**config.mk**
```make
export PLATFORM = sky130hd
export DESIGN_NAME = file_transfer_packet_parser
export DESIGN_NICKNAME = d
export VERILOG_FILES = /design/src/sv/ftpp_pkg.sv /design/src/sv/ftpp_name_ram.sv /design/src/sv/file_transfer_packet_parser.sv
export SDC_FILE = /design/constraint.sdc
export NUM_CORES = 2
export LEC_CHECK = 0
export ABC_AREA = 1
export BUFFER_PORTS_ARGS = -buffer_cell sky130_fd_sc_hd__buf_2
export CELL_PAD_IN_SITES_DETAIL_PLACEMENT = 1
export CELL_PAD_IN_SITES_GLOBAL_PLACEMENT = 1
export CORE_MARGIN = 8
export CORE_UTILIZATION = 51
export CTS_CLUSTER_DIAMETER = 30
export DETAILED_ROUTE_END_ITERATION = 6
export PLACE_DENSITY_LB_ADDON = 0.1
export SLEW_MARGIN = 20
export SYNTH_ARGS = -nofsm -noshare
export SYNTH_HDL_FRONTEND = slang
export SYNTH_SLANG_ARGS = --single-unit
```
**constraint.sdc**
```tcl
create_clock -name i_clk -period 13.8 [get_ports i_clk]
set_clock_uncertainty 0.15 [all_clocks]
set_input_delay 2.76 -clock i_clk [delete_from_list [all_inputs] [get_ports i_clk]]
set_output_delay 2.76 -clock i_clk [all_outputs]
set_load 0.01 [all_outputs]
```
**src/sv/ftpp_pkg.sv**
```systemverilog
// Shared types and constants of the file transfer packet parser.
`default_nettype none

package ftpp_pkg;

    // Parser states, one-hot.
    typedef enum logic [11:0] {
        ST_CTRL     = 12'b0000_0000_0001,
        ST_TYPE     = 12'b0000_0000_0010,
        ST_LEN      = 12'b0000_0000_0100,
        ST_VALUE    = 12'b0000_0000_1000,
        ST_SEQ      = 12'b0000_0001_0000,
        ST_LENHI    = 12'b0000_0010_0000,
        ST_LENLO    = 12'b0000_0100_0000,
        ST_RXDATA   = 12'b0000_1000_0000,
        ST_DATADONE = 12'b0001_0000_0000,
        ST_ENDOK    = 12'b0010_0000_0000,
        ST_STARTOK  = 12'b0100_0000_0000,
        ST_ERROR    = 12'b1000_0000_0000
    } t_state;

    // Status codes reported on the result channel.
    localparam logic [3:0] STS_CTRL     = 4'd0;
    localparam logic [3:0] STS_TYPE     = 4'd1;
    localparam logic [3:0] STS_LEN      = 4'd2;
    localparam logic [3:0] STS_VALUE    = 4'd3;
    localparam logic [3:0] STS_SEQ      = 4'd4;
    localparam logic [3:0] STS_LENHI    = 4'd5;
    localparam logic [3:0] STS_LENLO    = 4'd6;
    localparam logic [3:0] STS_RXDATA   = 4'd7;
    localparam logic [3:0] STS_DATADONE = 4'd8;
    localparam logic [3:0] STS_ENDOK    = 4'd9;
    localparam logic [3:0] STS_STARTOK  = 4'd10;
    localparam logic [3:0] STS_ERROR    = 4'd11;

    // Configuration register indexes.
    localparam logic [2:0] CFG_START_CODE = 3'd0;
    localparam logic [2:0] CFG_DATA_CODE  = 3'd1;
    localparam logic [2:0] CFG_END_CODE   = 3'd2;
    localparam logic [2:0] CFG_SIZE_TYPE  = 3'd3;
    localparam logic [2:0] CFG_NAME_TYPE  = 3'd4;

    // Sequence numbers run 0..254 and wrap.
    localparam logic [7:0] SEQ_MODULUS = 8'd255;
    localparam logic [7:0] SEQ_LAST    = 8'd254;

    // One access to the name store.
    typedef struct packed {
        logic       we;
        logic       re;
        logic [7:0] addr;
        logic [7:0] wdata;
    } t_ram_req;

    function automatic logic [3:0] state_code(input t_state s);
        logic [3:0] code;
        unique case (s)
            ST_CTRL:     code = STS_CTRL;
            ST_TYPE:     code = STS_TYPE;
            ST_LEN:      code = STS_LEN;
            ST_VALUE:    code = STS_VALUE;
            ST_SEQ:      code = STS_SEQ;
            ST_LENHI:    code = STS_LENHI;
            ST_LENLO:    code = STS_LENLO;
            ST_RXDATA:   code = STS_RXDATA;
            ST_DATADONE: code = STS_DATADONE;
            ST_ENDOK:    code = STS_ENDOK;
            ST_STARTOK:  code = STS_STARTOK;
            default:     code = STS_ERROR;
        endcase
        return code;
    endfunction

endpackage

`default_nettype wire

```
**src/sv/ftpp_name_ram.sv**
```systemverilog
// File name store: 256 x 8 synchronous memory, one access per cycle.
`default_nettype none

module ftpp_name_ram (
    input  wire logic              i_clk,
    input  wire ftpp_pkg::t_ram_req i_req,
    output logic [7:0]             o_rdata
);
    import ftpp_pkg::*;

    logic [7:0] mem [256];

    always_ff @(posedge i_clk) begin
        if (i_req.we) begin
            mem[i_req.addr] <= i_req.wdata;
        end
        if (i_req.re) begin
            o_rdata <= mem[i_req.addr];
        end
    end

endmodule

`default_nettype wire

```
**src/sv/file_transfer_packet_parser.sv**
```systemverilog
// Top level of the file transfer packet parser.
//
// Input channel: one packet byte per word on i_data_byte, marked with
// i_packet_first and i_packet_last, handshaken by i_in_valid / o_in_ready.
// Output channel: one word per packet, after its last byte, carrying the
// parser status, the stored file size and the latest data payload length,
// handshaken by o_out_valid / i_out_ready.
// Configuration: i_cfg_we writes i_cfg_data into register i_cfg_idx
// (start, data and end codes, size and name TLV types); write only while idle.
// Throughput: one byte per cycle unless a result is blocked at the output. Each
// accepted byte is registered in a compare stage, which waits for the read of
// the name store that end packets compare against; a finished result then
// moves on to the output register that drives o_out_valid.
// A stalled receiver holds the output register; bytes keep flowing through
// the compare stage until a packet's last byte reaches it, then o_in_ready
// drops until the output drains.
// Reset (synchronous, active low) returns the parser to the control byte,
// clears stored size, name length, sequence count and data length, and
// loads the default codes. The name store itself is not cleared and needs
// no clearing pass: bytes are accepted as soon as reset is released.
`default_nettype none

module file_transfer_packet_parser (
    input  wire logic        i_clk,
    input  wire logic        i_rst_n,
    // configuration
    input  wire logic        i_cfg_we,
    input  wire logic [2:0]  i_cfg_idx,
    input  wire logic [7:0]  i_cfg_data,
    // input bytes
    input  wire logic        i_in_valid,
    output logic             o_in_ready,
    input  wire logic [7:0]  i_data_byte,
    input  wire logic        i_packet_first,
    input  wire logic        i_packet_last,
    // results
    output logic             o_out_valid,
    input  wire logic        i_out_ready,
    output logic [3:0]       o_parse_status,
    output logic [63:0]      o_file_size,
    output logic [15:0]      o_data_length
);
    import ftpp_pkg::*;

    // Configuration registers.
    logic [7:0] r_start_code, r_data_code, r_end_code, r_size_type, r_name_type;

    // Parser state.
    t_state      r_state, n_state;
    logic        r_fidx, n_fidx;       // 0: size field, 1: name field
    logic        r_endf, n_endf;       // parsing an end packet
    logic [15:0] r_ltot, n_ltot;
    logic [7:0]  r_lcnt, n_lcnt;
    logic [63:0] r_esize, n_esize;
    logic [63:0] r_ssize, n_ssize;
    logic [7:0]  r_nlen, n_nlen;
    logic        r_nm, n_nm;           // name mismatch seen so far
    logic [7:0]  r_seq, n_seq;
    logic [15:0] r_ldl, n_ldl;
    logic [8:0]  cnt_inc;
    logic [63:0] size_shift;

    // Compare stage.
    logic        r_p_vld, r_p_emit, r_p_cmp;
    logic [7:0]  r_p_byte;
    t_state      r_p_state;
    logic [63:0] r_p_size;
    logic [15:0] r_p_dlen;

    // Output register.
    logic        r_o_vld;
    logic [3:0]  r_o_status;
    logic [63:0] r_o_size;
    logic [15:0] r_o_dlen;

    t_ram_req    ram_req;
    logic [7:0]  ram_rdata;

    logic        acc, o_free, p_go, p_cmis, nm_cur;
    logic [3:0]  p_status;

    ftpp_name_ram u_name_ram (
        .i_clk   (i_clk),
        .i_req   (ram_req),
        .o_rdata (ram_rdata)
    );

    // Handshake: the compare stage moves on unless it holds a result that
    // the full output register cannot take.
    assign o_free     = !r_o_vld || i_out_ready;
    assign p_go       = r_p_vld && (!r_p_emit || o_free);
    assign o_in_ready = !r_p_vld || p_go;
    assign acc        = i_in_valid && o_in_ready;

    // Name byte compare against the store read issued when the byte was accepted.
    assign p_cmis = r_p_cmp && (ram_rdata != r_p_byte);
    // An end packet that completed is only good if no name byte differed.
    assign p_status = (r_p_state == ST_ENDOK && (r_nm || p_cmis)) ?
                      STS_ERROR : state_code(r_p_state);
    // Fold this cycle's compare into the running mismatch flag.
    assign nm_cur = r_nm || (p_go && p_cmis);

    always_comb begin
        n_state  = r_state;
        n_fidx   = r_fidx;
        n_endf   = r_endf;
        n_ltot   = r_ltot;
        n_lcnt   = r_lcnt;
        n_esize  = r_esize;
        n_ssize  = r_ssize;
        n_nlen   = r_nlen;
        n_nm     = nm_cur;
        n_seq    = r_seq;
        n_ldl    = r_ldl;
        ram_req  = '0;
        cnt_inc  = '0;
        size_shift = '0;

        if (acc) begin
            // Clear per-packet state ahead of the first byte.
            if (i_packet_first) begin
                n_state = ST_CTRL;
                n_fidx  = 1'b0;
                n_endf  = 1'b0;
                n_ltot  = '0;
                n_lcnt  = '0;
                n_esize = '0;
                n_nm    = 1'b0;
            end
            ram_req.addr  = n_lcnt;
            ram_req.wdata = i_data_byte;
            cnt_inc       = {1'b0, n_lcnt} + 9'd1;

            unique case (n_state)
                ST_CTRL: begin
                    if (i_data_byte == r_start_code) begin
                        n_state = ST_TYPE;
                    end else if (i_data_byte == r_data_code) begin
                        n_state = ST_SEQ;
                    end else if (i_data_byte == r_end_code) begin
                        n_endf  = 1'b1;
                        n_state = ST_TYPE;
                    end else begin
                        n_state = ST_ERROR;
                    end
                end
                ST_TYPE: begin
                    if ((i_data_byte == r_size_type && !n_fidx) ||
                        (i_data_byte == r_name_type && n_fidx)) begin
                        if (!n_endf && !n_fidx) begin
                            n_ssize = '0;
                        end
                        n_state = ST_LEN;
                    end else begin
                        n_state = ST_ERROR;
                    end
                end
                ST_LEN: begin
                    n_ltot = {8'h00, i_data_byte};
                    n_lcnt = '0;
                    if (n_fidx) begin
                        if (n_endf) begin
                            if (i_data_byte != r_nlen) begin
                                n_nm = 1'b1;
                            end
                        end else begin
                            n_nlen = i_data_byte;
                        end
                    end
                    n_state = ST_VALUE;
                end
                ST_VALUE: begin
                    if ({8'h00, n_lcnt} >= n_ltot) begin
                        n_state = ST_ERROR;
                    end else if (!n_fidx) begin
                        // Shift the size in big-endian, wrapping at 64 bits.
                        size_shift = {(n_endf ? n_esize[55:0] : n_ssize[55:0]), i_data_byte};
                        if (n_endf) begin
                            n_esize = size_shift;
                        end else begin
                            n_ssize = size_shift;
                        end
                        n_lcnt = cnt_inc[7:0];
                        if ({7'd0, cnt_inc} == n_ltot) begin
                            if (n_endf && size_shift != r_ssize) begin
                                n_state = ST_ERROR;
                            end else begin
                                n_state = ST_TYPE;
                                n_fidx  = 1'b1;
                            end
                        end
                    end else begin
                        // Name byte: store it, or read it back for compare.
                        ram_req.re = n_endf;
                        ram_req.we = !n_endf;
                        n_lcnt     = cnt_inc[7:0];
                        if ({7'd0, cnt_inc} == n_ltot) begin
                            n_state = n_endf ? ST_ENDOK : ST_STARTOK;
                        end
                    end
                end
                ST_SEQ: begin
                    if (i_data_byte < SEQ_MODULUS && i_data_byte == r_seq) begin
                        n_seq   = (r_seq == SEQ_LAST) ? 8'd0 : r_seq + 8'd1;
                        n_state = ST_LENHI;
                    end else begin
                        n_state = ST_ERROR;
                    end
                end
                ST_LENHI: begin
                    n_ltot  = {i_data_byte, 8'h00};
                    n_state = ST_LENLO;
                end
                ST_LENLO: begin
                    n_ltot  = n_ltot | {8'h00, i_data_byte};
                    n_lcnt  = '0;
                    n_state = ST_RXDATA;
                end
                ST_RXDATA: begin
                    n_ldl   = n_ltot;
                    n_state = ST_DATADONE;
                end
                default: begin
                    // Terminal states: drop bytes until the next packet.
                end
            endcase
        end
    end

    // Configuration writes.
    always_ff @(posedge i_clk) begin
        if (!i_rst_n) begin
            r_start_code <= 8'd2;
            r_data_code  <= 8'd1;
            r_end_code   <= 8'd3;
            r_size_type  <= 8'd0;
            r_name_type  <= 8'd1;
        end else if (i_cfg_we) begin
            unique case (i_cfg_idx)
                CFG_START_CODE: r_start_code <= i_cfg_data;
                CFG_DATA_CODE:  r_data_code  <= i_cfg_data;
                CFG_END_CODE:   r_end_code   <= i_cfg_data;
                CFG_SIZE_TYPE:  r_size_type  <= i_cfg_data;
                CFG_NAME_TYPE:  r_name_type  <= i_cfg_data;
                default: begin
                end
            endcase
        end
    end

    // Parser state.
    always_ff @(posedge i_clk) begin
        if (!i_rst_n) begin
            r_state <= ST_CTRL;
            r_fidx  <= 1'b0;
            r_endf  <= 1'b0;
            r_ltot  <= '0;
            r_lcnt  <= '0;
            r_esize <= '0;
            r_ssize <= '0;
            r_nlen  <= '0;
            r_nm    <= 1'b0;
            r_seq   <= '0;
            r_ldl   <= '0;
        end else begin
            r_state <= n_state;
            r_fidx  <= n_fidx;
            r_endf  <= n_endf;
            r_ltot  <= n_ltot;
            r_lcnt  <= n_lcnt;
            r_esize <= n_esize;
            r_ssize <= n_ssize;
            r_nlen  <= n_nlen;
            r_nm    <= n_nm;
            r_seq   <= n_seq;
            r_ldl   <= n_ldl;
        end
    end

    // Compare stage control.
    always_ff @(posedge i_clk) begin
        if (!i_rst_n) begin
            r_p_vld  <= 1'b0;
            r_p_emit <= 1'b0;
            r_p_cmp  <= 1'b0;
        end else if (acc) begin
            r_p_vld  <= 1'b1;
            r_p_emit <= i_packet_last;
            r_p_cmp  <= ram_req.re;
        end else if (p_go) begin
            r_p_vld  <= 1'b0;
        end
    end

    // Compare stage payload.
    always_ff @(posedge i_clk) begin
        if (acc) begin
            r_p_byte  <= i_data_byte;
            r_p_state <= n_state;
            r_p_size  <= n_ssize;
            r_p_dlen  <= n_ldl;
        end
    end

    // Output register: load a finished result, hold while stalled.
    always_ff @(posedge i_clk) begin
        if (!i_rst_n) begin
            r_o_vld <= 1'b0;
        end else if (p_go && r_p_emit) begin
            r_o_vld <= 1'b1;
        end else if (i_out_ready) begin
            r_o_vld <= 1'b0;
        end
    end

    always_ff @(posedge i_clk) begin
        if (p_go && r_p_emit) begin
            r_o_status <= p_status;
            r_o_size   <= r_p_size;
            r_o_dlen   <= r_p_dlen;
        end
    end

    assign o_out_valid    = r_o_vld;
    assign o_parse_status = r_o_status;
    assign o_file_size    = r_o_size;
    assign o_data_length  = r_o_dlen;

`ifndef SYNTHESIS
    a_ram_one_access: assert property (@(posedge i_clk) disable iff (!i_rst_n)
        !(ram_req.we && ram_req.re))
        else $error("name store written and read in one cycle");

    a_stall_from_output: assert property (@(posedge i_clk) disable iff (!i_rst_n)
        !o_in_ready |-> (r_p_vld && r_p_emit && r_o_vld && !i_out_ready))
        else $error("input stalled without a blocked result");

    a_first_clears_mismatch: assert property (@(posedge i_clk) disable iff (!i_rst_n)
        (acc && i_packet_first) |=> !r_nm)
        else $error("name mismatch survived a new packet");
`endif

endmodule

`default_nettype wire
```
======== Word level (Yosys, flattened, before mapping) ========
Memories as Yosys holds them, arrays and structs flattened. A register that Yosys moved wholly into a read port is not among the register bits.
Cells that the tools add are included.
W data, S select, Z words.
word-level totals
  bits in registers ....................... 427
  bits in latches ......................... 0
  RAM bits ................................ 2048
  memory bits (read-only) ................. 0
  input port bits ......................... 26
  output and inout port bits .............. 86
  memories ................................ 1
cells by class
  add/sub/neg operators ................... 2
  $mul .................................... 0
  div/mod/pow operators ................... 0
  magnitude comparators ................... 2
  eq/ne operators ......................... 34
  shift operators ......................... 0
  muxes and demuxes ....................... 69
  bitwise operators ....................... 2
  reductions and logical operators ........ 33
memory list
  memory          depth  bits a word  rd ports  clocked after memory_dff  write ports  line                 source
  u_name_ram.mem  256    8            1         1                         1            ftpp_name_ram.sv:11  logic [7:0] mem [256];
operators with widths
  kind                   count
  $mux W64               12
  $mux W12               13
  $pmux W64 S2           1
  $pmux W12 S8           1
  $mux W16               4
  $ne A64 B64 Y1         1
  $mux W56               1
  $eq A8 B8 Y1           6
  $pmux W16 S3           1
  $pmux W4 S11           1
  $mux W8                4
  $mux W1                25
  $eq A12 B1 Y1 const B  2
  $eq A12 B2 Y1 const B  2
  $eq A12 B3 Y1 const B  2
  $eq A12 B4 Y1 const B  2
  $eq A12 B5 Y1 const B  2
  $eq A12 B6 Y1 const B  2
  $eq A12 B7 Y1 const B  2
  $eq A12 B8 Y1 const B  2
  $mux W18               1
  $eq A9 B16 Y1          1
  $ge A8 B16 Y1          1
  $ne A8 B8 Y1           2
  other kinds (24)       51

======== Logic depth before layout (Yosys ltp) ========
  depth after elaboration ................. 16
  gate-level depth with buffers ........... 23
  depth with buffers taken out ............ 20

======== By module ========
From an unflattened synthesis, not the netlist that was laid out.
second synthesis, totals
  cells, all modules ...................... 10860
  area, all modules ....................... 106447.1 um^2
by module, submodules not included
  module                       times used  cells an instance  area each (um^2)  seq. area each (um^2)
  ftpp_name_ram                1           8021               84936.5           61739.2
  file_transfer_packet_parser  1           2839               21510.6           10229.8

======== Least setup slack after synthesis ========
Ideal clock, no wire load.
  kind .................................... input to register
  from .................................... in i_out_ready
  to ...................................... mem u_name_ram.mem[0][3] (data pin)
  library setup time ...................... 1417 ps
  data arrival time ....................... 9664 ps
  required time ........................... 12233 ps
  setup slack ............................. 2569 ps
  stages on the path ...................... 7
  path buffers ............................ 3
  cells stage by stage .................... inv_1 -> nand4_1 -> nand2_2 -> buf_4 -> buf_2 -> buf_1 -> nor2_1
RTL lines
  what         line                               source
  from (decl)  file_transfer_packet_parser.sv:38  input wire logic i_out_ready,
  to (decl)    ftpp_name_ram.sv:11

======== Worst setup path after layout ========
  from .................................... in i_packet_first
  to ...................................... mem u_name_ram.mem[167][2] (enable)
on the way
  word-level cells in the longest chain between the ends .. 9
ends and longest elaborated chain
  what                                                                   line                                source
  from (decl)                                                            file_transfer_packet_parser.sv:34   input wire logic i_packet_first,
  parallel branches: the longest is 6 deep, another holds $ge A8 B16 Y1  -
  $mux W18 (*)                                                           file_transfer_packet_parser.sv:119  if (acc) begin
  $mux W1                                                                ftpp_name_ram.sv:14                 if (i_req.we) begin
  $mux W1 (not written as such)                                          ftpp_name_ram.sv:15                 mem[i_req.addr] <= i_req.wdata;
Mark *: on every way between the ends. The select of a mux whose other input is x is not followed.

==> summary.txt <==
Outcome
  • Outcome: completed

Clock tree
  • H-tree depth: 5
  • CTS Hold Bufs: 0
  • Skew-Pair Late Insertion Delay: 1.00 ns
  • CTS tree: done
  • Clock slew at reported path FFs: around 0.05 ns
  • Clock buffer depth: 4
  • Sinks on the clock net: approximately 2500
  • Root buffer cell: clkbuf_16
  • Inserted Clock Buffers: around 490
  • Post-CTS Resized: 0
  • Post-CTS Setup Bufs: 0

Layout
  • Filler cell count: 19887
  • Fraction of layout cells with a size suffix above 1: 0.116
  • Multi-input logic area: 25700 um2
  • Final instance area: ~120000 um2
  • Fin cells: roughly 12000
  • Area grow syn2layout: 19.2%
  • Register area: between 70000 and 80000 um2
  • Final nets: 9351

Worst hold path
  • WHS Path Cells: 0
  • Min-Delay Endpoint: o_file_size[46]$_DFFE_PP_
  • Worst min path class: reg2reg
  • Hold_sp: r_p_size[46]$_DFFE_PP_

STA
  • Max-Slew Margin vs Limit: 0.219
  • Unrepaired setup endpoints after global routing: false
  • Fmax: between 100 and 150 MHz
  • Final setup fails: 0
  • Final setup TNS: 0 ns
  • Min Tclk post-route: approximately 8.7 ns
  • Final Slew Violations: 0
  • Fin. Hold Viols: 0
  • Fin Hold WS: 0.261 ns
  • Final period utilization: 0.630
  • Tightest Pin Transition: 1.16 ns

Floorplanning
  • Die Area: between 200000 and 250000 um2
  • Row cnt: 163
  • Initial Util: 0.513
  • Core area: about 200000 um2
  • # IOs: around 110
  • Die Wd: approximately 460 um
  • Chip height: approximately 460 um

Logic synthesis
  • Post-synth EDFFs: 2240
  • Asr flop ratio synth: 0
  • Synth cell count leaders: 3407 x nand2_1, 2240 x edfxtp_1, 617 x nor2_1
  • Share of the synthesized area in the top cell type: 0.666
  • Seq/Total Area, Yosys: 0.713
  • Mapped Nets: 9130
  • Post-synth cell types: just under 60
  • Area leader, netlist: edfxtp_1
  • Largest cells by area after synthesis: edfxtp_1 67%, nand2_1 13%, dfxtp_1 4.7%
  • Primary FF master, synth: edfxtp_1
  • Top-count cell post-synth: nand2_1
  • Syn. warnings: 0
  • Synth Area per Inst: about 11 um2
  • Cells after Synth: 9093
  • Syn Std Cell Area: 101000 um2
  • #FFs+latches synth: roughly 2500

Drt
  • Drt total wl: about 360000 um
  • DR iter-0 viols: between 8000 and 9000
  • Post-route ant nets: 0
  • DRC Markers: 0
  • Drt via density: a little over 6
  • Wire per inst: approximately 29 um
  • Routed vias: around 75000
  • DR pass1 iterations: 7

Critical path
  • Startpoint types: primary input
  • R2r endpoint: u_name_ram.o_rdata[7]$_DFFE_PP_
  • R2r setup slk: between 7 and 8 ns
  • Crit Path Class: in2reg
  • Worst reg-to-reg path cell count: 15
  • RR Startpoint: r_p_emit$_SDFFE_PN0P_
  • Worst stage delay on the critical path: ~1.1 ns
  • Critical-path cell with the highest stage delay: nor3_1
  • Worst EP arrival: 9.16 ns
  • CP most frequent cell: buf_4
  • CP endpoint kind: flop
  • CP Cell Sequence: buf_2 > buf_4 > clkinv_2 > nand2_1 > inv_1 > ha_1 > a21oi_1 > o21ai_0 > nand2_1 > o211ai_1 > o21ai_4 > buf_4 > nand2_4 > nor3_4 > buf_4 > nand3_1 > nor3_1
  • Critical path required time: 14.27 ns
  • Crit-path max FO: 77

Place
  • I/O Buffers: roughly 110
  • Post-DP HPWL: between 200000 and 250000 um
  • Placed cell count: 11459
  • Placed inst area: roughly 100000 um2
  • GPL Wtd Cong: 0.913

Power and ir drop
  • Clk pwr share: 0.582
  • Flop pwr share: 0.403
  • Pint: about 0.016 W
  • Max rail drop VDD: ~0.17 mV
  • Power per cell area: approximately 170 nW/um2
  • NetSw: roughly 0.0044 W
  • Switching Share: 0.217
  • Leak: 42.6 nW
  • Combinational fraction of design power: 0.015

Global route
  • Largest net degree at the start of global routing: 193
  • Vias in the first global route: roughly 78000
  • Global Route Usage Sum: 0.329
  • Grt ovf: 0
  • First-pass GRT wire length: around 520000 um
  • Antenna violations before repair: 12

Job
  • Max Cap Violations: 0
[how the worst max path moves through the flow]
stage | start | endpoint | slack [ns] | cells after the start
finish | i_packet_first | u_name_ram.mem[167][2]$_DFFE_PP_ | 5.11 | 17
global route | i_packet_first | u_name_ram.mem[167][3]$_DFFE_PP_ | 4.82 | 17
CTS | i_packet_first | u_name_ram.mem[167][2]$_DFFE_PP_ | 5.25 | 17
detailed placement | i_packet_first | u_name_ram.mem[167][2]$_DFFE_PP_ | 4.17 | 17
global placement | i_packet_first | u_name_ram.mem[167][0]$_DFFE_PP_ | 4.39 | 17
floorplan | i_out_ready | u_name_ram.mem[0][3]$_DFFE_PP_ | 2.57 | 7
[cell type report]
class,instances,area share
clock buffers,544,0.106
inverters,343,0.0110
multi-input cells,5793,0.214
repair buffers,208,0.0121
clock inverters,362,0.0320
well taps,2640,0.0274
flip-flops and latches,2475,0.598
diodes,12,0.000249
[cell families after synthesis]
kind of cell             count (synthesis)  synth area share
adder cells (fa/ha/maj)                 11           0.00136
AND/OR/NAND/NOR                       4957             0.204
XOR/XNOR                                48           0.00416
buffers and inverters                  825            0.0343
flip-flops                            2475             0.713
AO/OA/AOI/OAI                          777            0.0436
[stage by stage]
step                total power [W]  utilization  setup WS [ns]
floorplan                   0.00852            -           2.57
finish                       0.0204        0.611           5.11
global placement            0.00865        0.527           4.39
CTS                          0.0204        0.611           5.25
detailed placement          0.00865        0.527           4.17
global route                 0.0208        0.611           4.82
[cell usage in the layout (no fill, tap or decap), drive strengths merged, types with 11 or more instances in the layout]
cell type	n
inv	405
nand2	3415
nand4	525
xnor2	41
clkinvlp	56
clkinv	188
clkbuf	544
buf	208
a22oi	34
nand3	328
a21oi	329
edfxtp	2240
ha	11
dfxtp	235
nor3	21
nor2	629
o311ai	22
bufinv	56
diode	12
o211ai	83
or2	20
o21ai	264
[sequential cells by signal, indices dropped and copies added, names as in the netlist, 12 cells and up]
register / count
r_esize: 56
r_p_state: 12
r_p_dlen: 16
r_ssize: 64
r_state: 12
r_ltot: 16
r_p_size: 64
o_data_length: 16
o_file_size: 64
u_name_ram.mem: 2048
r_ldl: 16
[power by group through the flow]
stage	Clock [W]	Sequential (W)	Combinational [W]
finish	0.0119	0.00822	0.000298
global route	0.0122	0.00822	0.000311
CTS	0.0119	0.00822	0.000294
detailed placement	0	0.00836	0.000291
global placement	0	0.00836	0.000286
floorplan	0	0.00839	0.000132
[critical path, delay by kind of cell]
family,cells,cell delay (ns)
compound gates,4,0.52
fa+ha+maj,1,0.34
buf+inv,6,2.42
simple gates,6,2.95
[metal layers]
metal,global-route usage,share of wire
met5,0,0.000064
met4,0.166,0.052
met3,0.0758,0.092
met1,0.418,0.38
met2,0.533,0.47
Power figures use the tool's default switching activity.
